[src/hw/rtl/vcte_pkg.sv]
`timescale 1ns / 1ps
package vcte_pkg;

	localparam int NUM_FACES = 6;
	localparam logic signed [31:0] COORD_MAX = 32'sh7fff_ffff;

	typedef struct packed {
		logic signed [31:0] voxel_x;
		logic signed [31:0] voxel_y;
		logic signed [31:0] voxel_z;
		logic [30:0]        edge_size;
		logic [5:0]         face_mask;
	} voxel_t;

	typedef struct packed {
		logic signed [31:0] a_x;
		logic signed [31:0] a_y;
		logic signed [31:0] a_z;
		logic signed [31:0] b_x;
		logic signed [31:0] b_y;
		logic signed [31:0] b_z;
		logic signed [31:0] c_x;
		logic signed [31:0] c_y;
		logic signed [31:0] c_z;
		logic [2:0]         face_normal;
		logic               last_triangle;
	} triangle_t;

	typedef enum logic [2:0] {
		FACE_BOTTOM = 3'd0,
		FACE_FRONT  = 3'd1,
		FACE_BACK   = 3'd2,
		FACE_TOP    = 3'd3,
		FACE_LEFT   = 3'd4,
		FACE_RIGHT  = 3'd5
	} face_t;

	typedef enum logic {
		ST_IDLE,
		ST_EMIT
	} state_t;

	// controller to datapath
	typedef struct packed {
		logic load;
		logic emit;
		logic second;
	} dp_cmd_t;

	// datapath to controller
	typedef struct packed {
		logic mask_nz;
		logic out_free;
		logic last_face;
	} dp_status_t;

	// corner indices of the two triangles of each face, first vertex in [8:6]
	function automatic logic [8:0] face_corners(input logic [2:0] face, input logic second);
		logic [8:0] r;
		r = 9'd0;
		unique case ({face, second})
			{FACE_BOTTOM, 1'b0}: r = {3'd0, 3'd3, 3'd1};
			{FACE_BOTTOM, 1'b1}: r = {3'd1, 3'd3, 3'd2};
			{FACE_FRONT, 1'b0}:  r = {3'd0, 3'd5, 3'd4};
			{FACE_FRONT, 1'b1}:  r = {3'd0, 3'd1, 3'd5};
			{FACE_BACK, 1'b0}:   r = {3'd3, 3'd7, 3'd6};
			{FACE_BACK, 1'b1}:   r = {3'd3, 3'd6, 3'd2};
			{FACE_TOP, 1'b0}:    r = {3'd4, 3'd5, 3'd7};
			{FACE_TOP, 1'b1}:    r = {3'd5, 3'd6, 3'd7};
			{FACE_LEFT, 1'b0}:   r = {3'd0, 3'd7, 3'd3};
			{FACE_LEFT, 1'b1}:   r = {3'd0, 3'd4, 3'd7};
			{FACE_RIGHT, 1'b0}:  r = {3'd1, 3'd6, 3'd5};
			{FACE_RIGHT, 1'b1}:  r = {3'd1, 3'd2, 3'd6};
			default:             r = 9'd0;
		endcase
		return r;
	endfunction

	// index of the lowest set bit of a face mask
	function automatic logic [2:0] lowest_face(input logic [5:0] mask);
		logic [2:0] r;
		r = 3'd0;
		for (int i = NUM_FACES - 1; i >= 0; i--) begin
			if (mask[i]) begin
				r = 3'(i);
			end
		end
		return r;
	endfunction

	// origin plus edge, clipped to the top of the coordinate range
	function automatic logic signed [31:0] sat_add(input logic signed [31:0] base,
			input logic [30:0] edge_len);
		logic [32:0] s;
		s = {base[31], base} + {2'b00, edge_len};
		if (s[32:31] == 2'b01) begin
			return COORD_MAX;
		end
		return s[31:0];
	endfunction

endpackage

[src/hw/rtl/vcte_ctrl.sv]
`timescale 1ns / 1ps
module vcte_ctrl (
	input  logic                  clk,
	input  logic                  arst_n,
	input  logic                  voxel_valid,
	output logic                  voxel_ready,
	input  vcte_pkg::dp_status_t  status,
	output vcte_pkg::dp_cmd_t     cmd
);
	import vcte_pkg::*;

	state_t state_q, state_d;
	logic   second_q, second_d;

	always_ff @(posedge clk or negedge arst_n) begin
		if (!arst_n) begin
			state_q  <= ST_IDLE;
			second_q <= 1'b0;
		end else begin
			state_q  <= state_d;
			second_q <= second_d;
		end
	end

	always_comb begin
		state_d     = state_q;
		second_d    = second_q;
		voxel_ready = 1'b0;
		cmd.load    = 1'b0;
		cmd.emit    = 1'b0;
		cmd.second  = second_q;
		unique case (state_q)
			ST_IDLE: begin
				voxel_ready = 1'b1;
				second_d    = 1'b0;
				if (voxel_valid) begin
					cmd.load = 1'b1;
					// an empty mask makes no triangles
					if (status.mask_nz) begin
						state_d = ST_EMIT;
					end
				end
			end
			ST_EMIT: begin
				if (status.out_free) begin
					cmd.emit = 1'b1;
					second_d = ~second_q;
					if (second_q && status.last_face) begin
						state_d = ST_IDLE;
					end
				end
			end
			default: begin
				state_d = ST_IDLE;
			end
		endcase
	end

endmodule

[src/hw/rtl/vcte_dp.sv]
`timescale 1ns / 1ps
module vcte_dp (
	input  logic                  clk,
	input  logic                  arst_n,
	input  vcte_pkg::voxel_t      voxel,
	output vcte_pkg::triangle_t   triangle,
	output logic                  triangle_valid,
	input  logic                  triangle_ready,
	input  vcte_pkg::dp_cmd_t     cmd,
	output vcte_pkg::dp_status_t  status
);
	import vcte_pkg::*;

	logic signed [31:0] ox_q, oy_q, oz_q;
	logic signed [31:0] px_q, py_q, pz_q;
	logic [5:0]         rem_q;
	triangle_t          out_q;
	logic               out_valid_q;

	logic [2:0]         face;
	logic [8:0]         corners;
	logic [2:0]         ca, cb, cc;
	triangle_t          tri_d;
	logic               last_face;

	// origin and far corner coordinates of the current voxel
	always_ff @(posedge clk) begin
		if (cmd.load) begin
			ox_q <= voxel.voxel_x;
			oy_q <= voxel.voxel_y;
			oz_q <= voxel.voxel_z;
			px_q <= sat_add(voxel.voxel_x, voxel.edge_size);
			py_q <= sat_add(voxel.voxel_y, voxel.edge_size);
			pz_q <= sat_add(voxel.voxel_z, voxel.edge_size);
		end
	end

	// faces still to visit; lowest one drops after its second triangle
	always_ff @(posedge clk or negedge arst_n) begin
		if (!arst_n) begin
			rem_q <= 6'd0;
		end else if (cmd.load) begin
			rem_q <= voxel.face_mask;
		end else if (cmd.emit && cmd.second) begin
			rem_q <= rem_q & (rem_q - 6'd1);
		end
	end

	assign face      = lowest_face(rem_q);
	assign corners   = face_corners(face, cmd.second);
	assign ca        = corners[8:6];
	assign cb        = corners[5:3];
	assign cc        = corners[2:0];
	assign last_face = ((rem_q & (rem_q - 6'd1)) == 6'd0);

	always_comb begin
		tri_d.a_x = (ca[0] ^ ca[1]) ? px_q : ox_q;
		tri_d.a_y = ca[1] ? py_q : oy_q;
		tri_d.a_z = ca[2] ? pz_q : oz_q;
		tri_d.b_x = (cb[0] ^ cb[1]) ? px_q : ox_q;
		tri_d.b_y = cb[1] ? py_q : oy_q;
		tri_d.b_z = cb[2] ? pz_q : oz_q;
		tri_d.c_x = (cc[0] ^ cc[1]) ? px_q : ox_q;
		tri_d.c_y = cc[1] ? py_q : oy_q;
		tri_d.c_z = cc[2] ? pz_q : oz_q;
		tri_d.face_normal   = face;
		tri_d.last_triangle = cmd.second && last_face;
	end

	always_ff @(posedge clk) begin
		if (cmd.emit) begin
			out_q <= tri_d;
		end
	end

	always_ff @(posedge clk or negedge arst_n) begin
		if (!arst_n) begin
			out_valid_q <= 1'b0;
		end else if (cmd.emit) begin
			out_valid_q <= 1'b1;
		end else if (triangle_ready) begin
			out_valid_q <= 1'b0;
		end
	end

	assign triangle         = out_q;
	assign triangle_valid   = out_valid_q;
	assign status.mask_nz   = (voxel.face_mask != 6'd0);
	assign status.out_free  = !out_valid_q || triangle_ready;
	assign status.last_face = last_face;

endmodule

[src/hw/rtl/voxel_cube_triangle_emitter.sv]
`timescale 1ns / 1ps
// channel    payload     handshake
// voxel      voxel_t     voxel_valid / voxel_ready
// triangle   triangle_t  triangle_valid / triangle_ready
//
// a voxel with n enabled faces loads its corners, then gives 2n triangles, one per cycle
// while the output is not stalled, from a single output register
// an empty mask is loaded and gives nothing
// the next voxel is taken while the last triangle still waits in the output register
// a stalled output holds the emitter; arst_n clears the controller and output valid
module voxel_cube_triangle_emitter (
	input  logic                 clk,
	input  logic                 arst_n,
	input  logic                 voxel_valid,
	output logic                 voxel_ready,
	input  vcte_pkg::voxel_t     voxel,
	output logic                 triangle_valid,
	input  logic                 triangle_ready,
	output vcte_pkg::triangle_t  triangle
);
	import vcte_pkg::*;

	dp_cmd_t    cmd;
	dp_status_t status;

	vcte_ctrl u_ctrl (
		.clk         (clk),
		.arst_n      (arst_n),
		.voxel_valid (voxel_valid),
		.voxel_ready (voxel_ready),
		.status      (status),
		.cmd         (cmd)
	);

	vcte_dp u_dp (
		.clk            (clk),
		.arst_n         (arst_n),
		.voxel          (voxel),
		.triangle       (triangle),
		.triangle_valid (triangle_valid),
		.triangle_ready (triangle_ready),
		.cmd            (cmd),
		.status         (status)
	);

endmodule

[config.mk]
export PLATFORM = sky130hd
export DESIGN_NAME = voxel_cube_triangle_emitter
export DESIGN_NICKNAME = d
export VERILOG_FILES = /design/src/hw/rtl/vcte_pkg.sv /design/src/hw/rtl/vcte_ctrl.sv /design/src/hw/rtl/vcte_dp.sv /design/src/hw/rtl/voxel_cube_triangle_emitter.sv
export SDC_FILE = /design/constraint.sdc
export NUM_CORES = 1
export LEC_CHECK = 0
export BUFFER_PORTS_ARGS = -buffer_cell sky130_fd_sc_hd__clkbuf_2
export CAP_MARGIN = 10
export CORE_AREA = 2 2 216 218
export CTS_BUF_LIST = sky130_fd_sc_hd__clkbuf_4 sky130_fd_sc_hd__clkbuf_8
export DETAILED_ROUTE_END_ITERATION = 10
export DIE_AREA = 0 0 218 220
export HOLD_SLACK_MARGIN = 0.12
export PLACE_DENSITY = 0.79
export SLEW_MARGIN = 30
export SYNTH_ARGS = -nofsm -noshare
export SYNTH_HDL_FRONTEND = slang
export SYNTH_HIERARCHICAL = 1
export SYNTH_SLANG_ARGS = --single-unit
[constraint.sdc]
create_clock -name clk -period 5.1 [get_ports clk]
set_input_delay 0 -clock clk [delete_from_list [all_inputs] [get_ports clk]]
set_output_delay 0 -clock clk [all_outputs]
set_load 0.01 [all_outputs]
==> results.sh <==
export IMPL_antenna_found_initial=6
export IMPL_grt_max_degree=117
export IMPL_ios=431
export IMPL_regArea_um2=14800
export IMPL_outcome="complete, no violations"
export IMPL_routed_via_density=5.77
export IMPL_slew_violations=0
export IMPL_synth_cell_types=77
export IMPL_critPathCaptureType="flop"
export IMPL_maxCapViolations=0
export IMPL_grt_ovfl_total=0
export IMPL_holdPathEnd="u_dp/ox_q[15]"
export IMPL_vias=18100
export IMPL_p_leak_uw=0.0124
export IMPL_wl_um=69100
export IMPL_synth_ff_type="edfxtp_1"
export IMPL_layout_cells_most_common_list="edfxtp_1 (484), clkbuf_2 (430), mux2_2 (254)"
export IMPL_max_slew_worst_pin_slew_ns=0.953
export IMPL_min_from="voxel[116]"
export IMPL_synthesis_nets=1998
export IMPL_clock_sinks=493
export IMPL_power_density_nw_per_um2=639
export IMPL_cp_max_fo=17
export IMPL_hold_viol=0
export IMPL_post_cts_resized=0
export IMPL_core_um2=45900
export IMPL_finalClockSkew_ns=0.0269
export IMPL_cts_root_buf="clkbuf_8"
export IMPL_clkTransAtPathRegs_ns=0.06
export IMPL_first_pass_iters=6
export IMPL_ir_drop_mv=0.953
export IMPL_routabilityCongestion=0.929
export IMPL_finalCriticalPeriod_ns=3.78
export IMPL_worst_hold_path_type="in -> reg"
export IMPL_synth_yosys_warnings=6
export IMPL_grt_pass1_vias=18000
export IMPL_fmax_mhz=264
export IMPL_synth_edf_count=484
export IMPL_die_h_um=220
export IMPL_cts_tree="built"
export IMPL_r2r_slack_ns=1.52
export IMPL_synth_seq_cells=493
export IMPL_clk_latency_ns=0.67
export IMPL_grt_pass1_wl_um=102000
export IMPL_slew_headroom=0.365
export IMPL_yosysSeqAreaShare=0.615
export IMPL_multi_input_area_um2=8920
export IMPL_port_buffers=430
export IMPL_fillCellCount=3119
export IMPL_die_x_um=218
export IMPL_first_iter_violations=1908
export IMPL_final_common_cell="edfxtp_1"
export IMPL_synth_area_per_cell_um2=13.6
export IMPL_tns_ns=0
export IMPL_start_kind="input port"
export IMPL_wl_per_cell_um=22.0
export IMPL_r2r_start="u_dp/rem_q[0]"
export IMPL_finalCritPeriodShare=0.742
export IMPL_cts_setup_buffers=0
export IMPL_ff2ff_path_depth=7
export IMPL_crit_required_ns=5.46
export IMPL_ant_nets=0
export IMPL_final_nets=2706
export IMPL_dp_hpwl_um=44900
export IMPL_total_power_uw=19800
export IMPL_cp_arrival_ns=4.14
export IMPL_synthesis_area_um2=24000
export IMPL_cts_buffers=81
export IMPL_rsz0062_at_grt="no"
export IMPL_setup_viol=0
export IMPL_drive_gt1_frac=0.337
export IMPL_rows=79
export IMPL_hold_path_depth=2
export IMPL_cts_buffer_depth=3
export IMPL_start_util=0.523
export IMPL_syn_inst=1760
export IMPL_path_class="in -> reg"
export IMPL_r2r_end="u_dp/triangle[186]"
export IMPL_worst_slack_ns=1.32
export IMPL_dp_slack_ns=1.24
export IMPL_area_growth_syn_to_layout_pct=28.9
export IMPL_h_tree_depth=3
export IMPL_detail_route_drc_violations=0
export IMPL_grtUsageTotal=0.281
export IMPL_synth_async_reset_ratio=0.0183
export IMPL_dieArea_um2=48000
export IMPL_ctsHoldBuffers=248
[logic make-up after synthesis]
logic type / Yosys count / share of synthesized area
buffers and inverters: 92 / 0.0170
flip-flops: 493 / 0.615
adder cells (fa/ha/maj): 102 / 0.0540
AND/OR/NAND/NOR: 408 / 0.0746
XOR/XNOR: 80 / 0.0292
AO/OA/AOI/OAI: 329 / 0.0901
multiplexers: 256 / 0.120
[final cells by class]
class | count | area share
Sequential cell | 493 | 0.477
Clock buffer | 111 | 0.0435
Antenna cell | 4 | 0.000324
Tap cell | 607 | 0.0246
Inverter | 22 | 0.00267
Clock inverter | 35 | 0.00801
Timing Repair Buffer | 695 | 0.156
Multi-Input combinational cell | 1175 | 0.288
[power breakdown]
| part | leakage, µW | internal [µW] | total (µW) | switching (µW) |
|---|---|---|---|---|
| Combinational | 0.00684 | 3930 | 8780 | 4850 |
| Sequential | 0.00472 | 6850 | 7510 | 654 |
| Clock | 0.000845 | 1870 | 3480 | 1610 |
[critical path: stages]
cell and delay (ns):
dlygate4sd3_1 0.54, clkbuf_2 0.18, ha_1 0.29, fa_1 0.43
a21o_1 0.20, and3_1 0.19, o31ai_1 0.49, o21ai_1 0.31
a21oi_1 0.41, o21ai_1 0.19, a41oi_2 0.75, nand2_1 0.14
[cell usage after synthesis, types with 16 or more instances]
cell / n / area share
a21oi_1: 96 / 0.020
xnor2_1: 41 / 0.015
clkbuf_1: 51 / 0.0080
nand2_1: 245 / 0.038
xor2_1: 39 / 0.014
nand4_1: 16 / 0.0042
nor2_1: 53 / 0.0083
mux2_2: 254 / 0.12
nand3_1: 22 / 0.0046
ha_1: 98 / 0.051
inv_1: 21 / 0.0033
o21ai_0: 69 / 0.014
nand2b_1: 16 / 0.0042
edfxtp_1: 484 / 0.61
a211oi_1: 16 / 0.0050
a21o_1: 44 / 0.014
[metrics by stage]
| stage | hold WS, ns | std cells | util | instance area, µm² |
|---|---|---|---|---|
| final | 0.159 | 3142 | 0.674 | 30900 |
| after floorplan | -0.296 | 1760 | - | 24000 |
| after CTS | 0.125 | 3137 | 0.674 | 30900 |
| after detailed placement | -0.131 | 2743 | 0.585 | 26800 |
| after global routing | 0.146 | 3142 | 0.674 | 30900 |
| after global placement | -0.136 | 2743 | 0.585 | 26800 |
[sequential cells by signal, summed over array words and instances, names as in the netlist]
name / count
u_dp/oy_q: 32
u_ctrl/second_q: 1
u_dp/px_q: 32
u_dp/py_q: 32
u_dp/triangle_valid: 1
u_dp/ox_q: 32
u_ctrl/state_q: 1
u_dp/pz_q: 32
u_dp/rem_q: 6
u_dp/triangle: 292
u_dp/oz_q: 32
[routing by layer]
layer  vias up  track usage  wire length, µm
met2       983        0.467            33300
met1      8810        0.348            27100
met3       216       0.0678             5650
li1       8127            -                -
met5         -            0               33
met4         4        0.130             3010
[worst max path at each step]
stage | cells after the start | endpoint | start | slack [ns]
after global routing | 12 | u_dp/pz_q[26] | voxel[6] | 1.12
after CTS | 13 | u_dp/px_q[26] | voxel[6] | 1.38
final | 12 | u_dp/py_q[6] | voxel[6] | 1.32
after global placement | 12 | u_dp/px_q[26] | voxel[6] | 1.30
after detailed placement | 12 | u_dp/px_q[26] | voxel[6] | 1.24
after floorplan | 5 | u_dp/rem_q[5] | u_dp/triangle_valid | 0.04
Note: power is estimated with default switching activity, not from simulation.
